==> src/cents_to_currency_text_unit_assert.svh <==
// Assertion macros for the currency text unit.
`ifndef CENTS_TO_CURRENCY_TEXT_UNIT_ASSERT_SVH
`define CENTS_TO_CURRENCY_TEXT_UNIT_ASSERT_SVH

// Same-cycle implication.
`define C2T_ASSERT_IMPLY(label, clk, rst_n, ante, cons, msg) \
    label: assert property (@(posedge clk) disable iff (!rst_n) (ante) |-> (cons)) \
        else $error(msg);

// Next-cycle implication.
`define C2T_ASSERT_NEXT(label, clk, rst_n, ante, cons, msg) \
    label: assert property (@(posedge clk) disable iff (!rst_n) (ante) |=> (cons)) \
        else $error(msg);

`endif

==> src/c2t_pkg.sv <==
package c2t_pkg;

    localparam int unsigned IN_W      = 64;
    localparam int unsigned MAG_BITS  = 60;
    localparam int unsigned BCD_DIGS  = 18;
    localparam int unsigned DOL_DIGS  = 16;
    localparam int unsigned BCD_W     = BCD_DIGS * 4;
    localparam int unsigned CHAR_W    = 7;

    localparam logic [IN_W-1:0] MAX_CENTS = 64'd999999999999999999;
    localparam logic [5:0]      CONV_LAST = 6'(MAG_BITS - 1);

    localparam logic [CHAR_W-1:0] CH_MINUS  = 7'h2D;
    localparam logic [CHAR_W-1:0] CH_DOLLAR = 7'h24;
    localparam logic [CHAR_W-1:0] CH_COMMA  = 7'h2C;
    localparam logic [CHAR_W-1:0] CH_POINT  = 7'h2E;
    localparam logic [CHAR_W-1:0] CH_ZERO   = 7'h30;
    localparam logic [CHAR_W-1:0] CH_NUL    = 7'h00;

    typedef enum logic [3:0] {
        S_IDLE,
        S_CHECK,
        S_CONV,
        S_SCAN,
        S_SIGN,
        S_DOLLAR,
        S_DIGIT,
        S_COMMA,
        S_POINT,
        S_CENT_HI,
        S_CENT_LO,
        S_BIG
    } t_state;

    typedef enum logic [2:0] {
        CK_MINUS,
        CK_DOLLAR,
        CK_DIGIT,
        CK_COMMA,
        CK_POINT,
        CK_CENT_HI,
        CK_CENT_LO,
        CK_BIG
    } t_char_kind;

    typedef struct packed {
        logic       load;
        logic       conv_init;
        logic       conv_step;
        logic       scan;
        logic       emit;
        t_char_kind kind;
        logic       idx_dec;
    } t_dp_cmd;

    typedef struct packed {
        logic neg;
        logic too_large;
        logic conv_last;
        logic idx_zero;
        logic idx_group;
        logic emit_ok;
    } t_dp_stat;

    // add-3 step of shift-and-add-3 on every BCD digit
    function automatic logic [BCD_W-1:0] bcd_adjust(input logic [BCD_W-1:0] v);
        logic [BCD_W-1:0] r;
        r = v;
        for (int i = 0; i < BCD_DIGS; i++) begin
            if (v[i*4 +: 4] > 4'd4) begin
                r[i*4 +: 4] = v[i*4 +: 4] + 4'd3;
            end
        end
        return r;
    endfunction

    // comma follows this dollar digit
    function automatic logic is_group(input logic [3:0] idx);
        logic g;
        unique case (idx)
            4'd3, 4'd6, 4'd9, 4'd12, 4'd15: g = 1'b1;
            default:                        g = 1'b0;
        endcase
        return g;
    endfunction

endpackage

==> src/c2t_dp.sv <==
module c2t_dp
    import c2t_pkg::*;
(
    input  logic              i_clk,
    input  logic              i_rst_n,
    input  t_dp_cmd           i_cmd,
    output t_dp_stat          o_stat,
    input  logic [IN_W-1:0]   i_data,
    input  logic              i_m_tready,
    output logic              o_m_tvalid,
    output logic [CHAR_W-1:0] o_char,
    output logic              o_too_large,
    output logic              o_last
);

    logic              r_neg;
    logic [IN_W-1:0]   r_mag;
    logic [BCD_W-1:0]  r_bcd;
    logic [5:0]        r_cnt;
    logic [3:0]        r_idx;
    logic              r_m_tvalid;
    logic [CHAR_W-1:0] r_char;
    logic              r_too_large;
    logic              r_last;

    logic [4:0]        w_dpos;
    logic [3:0]        w_digit;
    logic [3:0]        w_top;
    logic              w_emit_ok;
    logic [BCD_W-1:0]  w_bcd_adj;
    logic [CHAR_W-1:0] n_char;

    assign w_dpos    = {1'b0, r_idx} + 5'd2;
    assign w_digit   = r_bcd[{w_dpos, 2'b00} +: 4];
    assign w_emit_ok = !r_m_tvalid || i_m_tready;
    assign w_bcd_adj = bcd_adjust(r_bcd);

    always_comb begin
        w_top = 4'd0;
        for (int i = 0; i < DOL_DIGS; i++) begin
            if (r_bcd[(i+2)*4 +: 4] != 4'd0) begin
                w_top = 4'(i);
            end
        end
    end

    always_comb begin
        unique case (i_cmd.kind)
            CK_MINUS:   n_char = CH_MINUS;
            CK_DOLLAR:  n_char = CH_DOLLAR;
            CK_DIGIT:   n_char = CH_ZERO + {3'b000, w_digit};
            CK_COMMA:   n_char = CH_COMMA;
            CK_POINT:   n_char = CH_POINT;
            CK_CENT_HI: n_char = CH_ZERO + {3'b000, r_bcd[7:4]};
            CK_CENT_LO: n_char = CH_ZERO + {3'b000, r_bcd[3:0]};
            CK_BIG:     n_char = CH_NUL;
        endcase
    end

    always_ff @(posedge i_clk) begin
        if (i_cmd.load) begin
            r_neg <= i_data[IN_W-1];
            r_mag <= i_data[IN_W-1] ? (64'd0 - i_data) : i_data;
        end else if (i_cmd.conv_step) begin
            r_mag <= {r_mag[IN_W-2:0], 1'b0};
        end
        if (i_cmd.conv_init) begin
            r_bcd <= '0;
            r_cnt <= '0;
        end else if (i_cmd.conv_step) begin
            r_bcd <= {w_bcd_adj[BCD_W-2:0], r_mag[MAG_BITS-1]};
            r_cnt <= r_cnt + 6'd1;
        end
        if (i_cmd.scan) begin
            r_idx <= w_top;
        end else if (i_cmd.idx_dec) begin
            r_idx <= r_idx - 4'd1;
        end
        if (i_cmd.emit) begin
            r_char      <= n_char;
            r_too_large <= (i_cmd.kind == CK_BIG);
            r_last      <= (i_cmd.kind == CK_BIG) || (i_cmd.kind == CK_CENT_LO);
        end
    end

    always_ff @(posedge i_clk) begin
        if (!i_rst_n) begin
            r_m_tvalid <= 1'b0;
        end else if (i_cmd.emit) begin
            r_m_tvalid <= 1'b1;
        end else if (i_m_tready) begin
            r_m_tvalid <= 1'b0;
        end
    end

    assign o_stat.neg       = r_neg;
    assign o_stat.too_large = (r_mag > MAX_CENTS);
    assign o_stat.conv_last = (r_cnt == CONV_LAST);
    assign o_stat.idx_zero  = (r_idx == 4'd0);
    assign o_stat.idx_group = is_group(r_idx);
    assign o_stat.emit_ok   = w_emit_ok;

    assign o_m_tvalid  = r_m_tvalid;
    assign o_char      = r_char;
    assign o_too_large = r_too_large;
    assign o_last      = r_last;

endmodule

==> src/c2t_ctrl.sv <==
module c2t_ctrl
    import c2t_pkg::*;
(
    input  logic     i_clk,
    input  logic     i_rst_n,
    input  logic     i_s_tvalid,
    output logic     o_s_tready,
    input  t_dp_stat i_stat,
    output t_dp_cmd  o_cmd
);

    t_state r_state;
    t_state n_state;

    always_ff @(posedge i_clk) begin
        if (!i_rst_n) begin
            r_state <= S_IDLE;
        end else begin
            r_state <= n_state;
        end
    end

    always_comb begin
        n_state = r_state;
        unique case (r_state)
            S_IDLE:    if (i_s_tvalid) n_state = S_CHECK;
            S_CHECK:   n_state = i_stat.too_large ? S_BIG : S_CONV;
            S_CONV:    if (i_stat.conv_last) n_state = S_SCAN;
            S_SCAN:    n_state = i_stat.neg ? S_SIGN : S_DOLLAR;
            S_SIGN:    if (i_stat.emit_ok) n_state = S_DOLLAR;
            S_DOLLAR:  if (i_stat.emit_ok) n_state = S_DIGIT;
            S_DIGIT: begin
                if (i_stat.emit_ok) begin
                    priority if (i_stat.idx_zero) begin
                        n_state = S_POINT;
                    end else if (i_stat.idx_group) begin
                        n_state = S_COMMA;
                    end else begin
                        n_state = S_DIGIT;
                    end
                end
            end
            S_COMMA:   if (i_stat.emit_ok) n_state = S_DIGIT;
            S_POINT:   if (i_stat.emit_ok) n_state = S_CENT_HI;
            S_CENT_HI: if (i_stat.emit_ok) n_state = S_CENT_LO;
            S_CENT_LO: if (i_stat.emit_ok) n_state = S_IDLE;
            S_BIG:     if (i_stat.emit_ok) n_state = S_IDLE;
            default:   n_state = S_IDLE;
        endcase
    end

    always_comb begin
        o_cmd      = '0;
        o_cmd.kind = CK_DIGIT;
        o_s_tready = 1'b0;
        unique case (r_state)
            S_IDLE: begin
                o_s_tready = 1'b1;
                o_cmd.load = i_s_tvalid;
            end
            S_CHECK:   o_cmd.conv_init = !i_stat.too_large;
            S_CONV:    o_cmd.conv_step = 1'b1;
            S_SCAN:    o_cmd.scan = 1'b1;
            S_SIGN: begin
                o_cmd.emit = i_stat.emit_ok;
                o_cmd.kind = CK_MINUS;
            end
            S_DOLLAR: begin
                o_cmd.emit = i_stat.emit_ok;
                o_cmd.kind = CK_DOLLAR;
            end
            S_DIGIT: begin
                o_cmd.emit    = i_stat.emit_ok;
                o_cmd.kind    = CK_DIGIT;
                o_cmd.idx_dec = i_stat.emit_ok && !i_stat.idx_zero && !i_stat.idx_group;
            end
            S_COMMA: begin
                o_cmd.emit    = i_stat.emit_ok;
                o_cmd.kind    = CK_COMMA;
                o_cmd.idx_dec = i_stat.emit_ok;
            end
            S_POINT: begin
                o_cmd.emit = i_stat.emit_ok;
                o_cmd.kind = CK_POINT;
            end
            S_CENT_HI: begin
                o_cmd.emit = i_stat.emit_ok;
                o_cmd.kind = CK_CENT_HI;
            end
            S_CENT_LO: begin
                o_cmd.emit = i_stat.emit_ok;
                o_cmd.kind = CK_CENT_LO;
            end
            S_BIG: begin
                o_cmd.emit = i_stat.emit_ok;
                o_cmd.kind = CK_BIG;
            end
            default: o_cmd = '0;
        endcase
    end

endmodule

==> src/cents_to_currency_text_unit.sv <==
// Sequence: take the magnitude, one range check, 60 shift-and-add-3 steps,
// one leading-digit scan, then one character per cycle while the output is not stalled.
// Each amount gives N = 5..26 characters; an out-of-range amount gives a single NUL.
// No new amount is taken until the controller is back in idle after the last character.
// Reset: i_rst_n synchronous active low; clears the controller state and output valid.
`include "cents_to_currency_text_unit_assert.svh"

module cents_to_currency_text_unit
    import c2t_pkg::*;
(
    input  logic        i_clk,
    input  logic        i_rst_n,
    input  logic        i_s_tvalid,
    output logic        o_s_tready,
    input  logic [63:0] i_s_tdata,   // [63:0] amount_cents
    output logic        o_m_tvalid,
    input  logic        i_m_tready,
    output logic [7:0]  o_m_tdata,   // [6:0] char_code, [7] zero
    output logic        o_m_tuser,   // [0] too_large
    output logic        o_m_tlast
);

    t_dp_cmd           w_cmd;
    t_dp_stat          w_stat;
    logic [CHAR_W-1:0] w_char;

    c2t_ctrl u_ctrl (
        .i_clk      (i_clk),
        .i_rst_n    (i_rst_n),
        .i_s_tvalid (i_s_tvalid),
        .o_s_tready (o_s_tready),
        .i_stat     (w_stat),
        .o_cmd      (w_cmd)
    );

    c2t_dp u_dp (
        .i_clk       (i_clk),
        .i_rst_n     (i_rst_n),
        .i_cmd       (w_cmd),
        .o_stat      (w_stat),
        .i_data      (i_s_tdata),
        .i_m_tready  (i_m_tready),
        .o_m_tvalid  (o_m_tvalid),
        .o_char      (w_char),
        .o_too_large (o_m_tuser),
        .o_last      (o_m_tlast)
    );

    assign o_m_tdata = {1'b0, w_char};

    // out-of-range beat is a single NUL with last
    `C2T_ASSERT_IMPLY(a_big_beat, i_clk, i_rst_n, o_m_tvalid && o_m_tuser,
        o_m_tlast && (o_m_tdata == 8'h00), "too-large beat not a lone NUL")
    // one amount in flight
    `C2T_ASSERT_NEXT(a_one_item, i_clk, i_rst_n, i_s_tvalid && o_s_tready,
        !o_s_tready, "input taken while busy")
    // text always ends on a cent digit
    `C2T_ASSERT_IMPLY(a_last_digit, i_clk, i_rst_n, o_m_tvalid && o_m_tlast && !o_m_tuser,
        (o_m_tdata >= 8'h30) && (o_m_tdata <= 8'h39), "last beat not a digit")

endmodule
==> config.mk <==
export PLATFORM = sky130hd
export DESIGN_NAME = cents_to_currency_text_unit
export DESIGN_NICKNAME = d
export VERILOG_FILES = /design/src/c2t_pkg.sv /design/src/c2t_dp.sv /design/src/c2t_ctrl.sv /design/src/cents_to_currency_text_unit.sv
export VERILOG_INCLUDE_DIRS = /design/src /design/src/src
export SDC_FILE = /design/constraint.sdc
export NUM_CORES = 1
export LEC_CHECK = 0
export BUFFER_PORTS_ARGS = -buffer_cell sky130_fd_sc_hd__clkbuf_2
export CAP_MARGIN = 20
export CORE_ASPECT_RATIO = 0.6
export CORE_MARGIN = 10
export CORE_UTILIZATION = 50
export DETAILED_ROUTE_END_ITERATION = 10
export PLACE_DENSITY_LB_ADDON = 0.25
export SYNTH_ARGS = -nofsm -noshare
export SYNTH_HDL_FRONTEND = slang
export SYNTH_SLANG_ARGS = --single-unit
export TNS_END_PERCENT = 5
==> constraint.sdc <==
create_clock -name i_clk -period 6 [get_ports i_clk]
set_input_delay 1.2 -clock i_clk [delete_from_list [all_inputs] [get_ports i_clk]]
set_output_delay 1.2 -clock i_clk [all_outputs]
set_load 0.1 [all_outputs]
==> summary.md <==
| Metric | Value |
|---|---|
| Initial DRC Count | `about 830` |
| Worst path cell trace | `clkbuf_2 > or4_1 > nor4_2 > nand4_1 > o41ai_1 > xor2_1 > o21ai_0` |
| Average size of a mapped cell | `8.72 um^2` |
| CTS Buffer Depth | `2` |
| Combinational Power Share | `0.423` |
| Cells after Synth | `between 1000 and 1500` |
| Switching share of total power | `0.427` |
| Largest area contributor in the netlist | `edfxtp_1` |
| Worst-Margin Slew | `0.886 ns` |
| Leakage | `roughly 4.3 nW` |
| Initial antenna violation count | `0` |
| Routed WL per cell | `17.6 um` |
| Max Fclk | `0.271 GHz` |
| P&R area growth vs syn | `11.5%` |
| Post-Place Cells | `1441` |
| Yosys cell types | `64` |
| Largest cells by area after synthesis | `edfxtp_1 23%, dfxtp_1 17%, o21ai_0 7.5%, xor2_1 5.5%, nand2_1 4.7%` |
| Num CTS Buffers | `17` |
| GRT Total Usage | `0.198` |
| Hold_buf cts | `0` |
| P per Cell Area | `around 540 mW/mm^2` |
| Starting Density | `0.517` |
| Internal power | `between 3 and 4 mW` |
| FF-to-FF Start | `u_dp.r_idx[0]$_DFFE_PP_` |
| Crit path time final | `roughly 3.7 ns` |
| Residual DRC | `0` |
| Top-Level Pins | `80` |
| Max_cap viols | `0` |
| Type of the worst min-delay path | `flop to flop` |
| First-pass GRT wire length | `between 40000 and 50000 um` |
| Yosys top cell area share | `0.231` |
| Slowest-stage cell, CP | `or4_1` |
| Nets | `about 1300` |
| Final hold vios | `0` |
| Die area | `~0.026 mm^2` |
| Non-Filler Instances | `approximately 1500` |
| Switching power | `2.55 mW` |
| Worst hold start | `u_dp.r_cnt[1]$_SDFFE_PP0P_` |
| Synth Cell Area | `between 0.01 and 0.015 mm^2` |
| Worst clock skew | `roughly 0.017 ns` |
| Pin count of the biggest net entering global routing | `79` |
| Seq pwr share | `0.389` |
| Period utilization | `0.614` |
| Commonest register cell after synthesis | `dfxtp_1` |
| TritonCTS clock tree | `yes` |
| Worst-path maximum fanout | `11` |
| Post-cts gate resize count | `0` |
| CP Capture Type | `flop` |
| Reg clk slew, reported paths | `approximately 0.06 ns` |
| Asr flop ratio synth | `0` |
| Synth Warn # | `0` |
| Worst-skew pair later-pin latency | `0.45 ns` |
| Vias in the first global route | `between 7000 and 8000` |
| Core footprint | `between 0.015 and 0.02 mm^2` |
| Input/output buffers | `77` |
| Die Ht | `approximately 130 um` |
| Unrepaired setup endpoints after global routing | `no` |
| Crit path largest cell delay | `a little under 0.7 ns` |
| Vias | `slightly below 9000` |
| VDD IR max | `0.275 mV` |
| Rel. slew slack | `0.409` |
| Setup_tns | `0 ns` |
| Worst EP required | `around 6.2 ns` |
| H-tree depth | `4` |
| Clock root buffer master | `clkbuf_16` |
| Crit path from | `i_s_tdata[16]` |
| Fin. max-slew vios | `0` |
| Vias/cell | `between 5 and 6` |
| Grt ovf | `0` |
| Site Rows | `39` |
| Post-DP HPWL | `about 19000 um` |
| WP data arrival | `~3.9 ns` |
| Drt total wl | `roughly 26000 um` |
| Setup crit start kind | `input pin` |
| Die width | `around 200 um` |
| Clock network power share | `0.187` |
| Seq cells post-synth | `between 150 and 200` |
| Antenna viol nets, final | `0` |
| Post-synth EDFFs | `77` |
| Share of layout cells above drive strength 1 | `0.135` |
| Post-synthesis sequential area ratio | `0.397` |
| Clock sink total | `160` |
| TritonRoute pass-1 iters | `7` |
| Post-CTS setup buffer count | `0` |
| Final setup violation count | `0` |
| Status | `complete, no violations` |
| Critical path class | `input pin to flop` |
| Placer Congestion | `0.885` |
worst max-delay path, delay by kind of cell:
| family | cells | cell delay, ns |
|---|---|---|
| simple gates | 3 | 1.67 |
| xor+xnor | 1 | 0.19 |
| compound gates | 2 | 0.69 |
| buf+inv | 1 | 0.10 |
cell usage in the layout (no fill, tap or decap), types with 8 or more instances in the layout:
cell / instances
nand2b_1: 8
nor2_1: 110
o21ai_0: 151
nor3_1: 33
clkbuf_16: 19
mux2i_1: 23
xnor2_1: 24
or4_1: 14
edfxtp_1: 77
nand2_1: 124
xor2_1: 63
o41ai_1: 11
nand4_1: 9
or3_1: 11
buf_4: 10
o31ai_1: 19
clkbuf_2: 78
a21oi_1: 71
mux4_2: 18
dfxtp_1: 83
inv_1: 63
a211oi_1: 35
ha_1: 25
nand3_1: 31
worst paths after layout:
kind	end	slack, ns	cells past startpoint
max	u_dp.r_mag[55]$_DFFE_PP_	2.32	7
min	u_dp.r_cnt[1]$_SDFFE_PP0P_	0.48	2
max reg2reg	u_dp.r_idx[2]$_DFFE_PP_	2.67	7
min reg2reg	u_dp.r_cnt[1]$_SDFFE_PP0P_	0.48	2
layout make-up:
| type | instances | area [um^2] |
|---|---|---|
| clock inverters | 3 | 40.0 |
| inverters | 64 | 240 |
| fillers | 1699 | 8190 |
| diodes | 1 | 2.50 |
| flip-flops and latches | 160 | 3970 |
| well taps | 266 | 333 |
| multi-input cells | 864 | 5560 |
| repair buffers | 87 | 460 |
| clock buffers | 29 | 568 |
power groups by stage:
stage | sequential [mW] | clock (mW) | combinational, mW
after floorplan | 2.31 | 0 | 1.87
after global placement | 2.32 | 0 | 2.43
after detailed placement | 2.33 | 0 | 2.51
after CTS | 2.31 | 1.13 | 2.52
after global routing | 2.41 | 1.17 | 2.87
final | 2.33 | 1.12 | 2.53
sequential cells by signal (all words and copies together) (netlist names):
name	count
u_dp.r_bcd	72
u_dp.r_idx	4
u_dp.o_char	6
u_dp.r_mag	64
u_ctrl.r_state	4
u_dp.r_neg	1
u_dp.o_m_tvalid	1
u_dp.o_last	1
u_dp.r_cnt	6
u_dp.o_too_large	1
Yosys cell counts, drive strengths merged, types with 31 or more instances:
| library cell | count |
|---|---|
| o21ai | 154 |
| nand2 | 127 |
| nor2 | 110 |
| dfxtp | 83 |
| edfxtp | 77 |
| a21oi | 71 |
| inv | 64 |
| xor2 | 63 |
| clkbuf | 49 |
| a211oi | 35 |
| nor3 | 35 |
| nand3 | 31 |
stage by stage:
step | instance area (um^2) | setup WS, ns | util | hold WS [ns] | total power [mW]
6_report | 11200 | 2.32 | 0.577 | 0.475 | 5.98
5_1_grt | 11200 | 2.13 | 0.577 | 0.495 | 6.44
4_1_cts | 11200 | 2.40 | 0.577 | 0.478 | 5.97
3_5_place_dp | 10600 | 1.99 | 0.546 | 0.468 | 4.84
3_3_place_gp | 10600 | 1.99 | 0.546 | 0.464 | 4.75
2_1_floorplan | 10000 | 1.31 | - | 0.453 | 4.18
metal layers:
| metal | GRT usage | part of all wire |
|---|---|---|
| met5 | 0 | 0 |
| met4 | 0.0463 | 0.0064 |
| met3 | 0.0595 | 0.094 |
| met2 | 0.269 | 0.40 |
| met1 | 0.295 | 0.50 |
cells by family (layout without fill, tap and decap cells):
| family | Yosys count | after routing | share of synthesized area |
|---|---|---|---|
| fa+ha+maj | 25 | 25 | 0.0312 |
| flops | 160 | 160 | 0.397 |
| simple gates | 387 | 387 | 0.185 |
| compound gates | 322 | 322 | 0.195 |
| other cells | 1 | 3 | 0.000374 |
| xor+xnor | 87 | 87 | 0.0760 |
| buf+inv | 126 | 183 | 0.0523 |
| mux | 41 | 41 | 0.0634 |
Power figures use the tool's default switching activity.
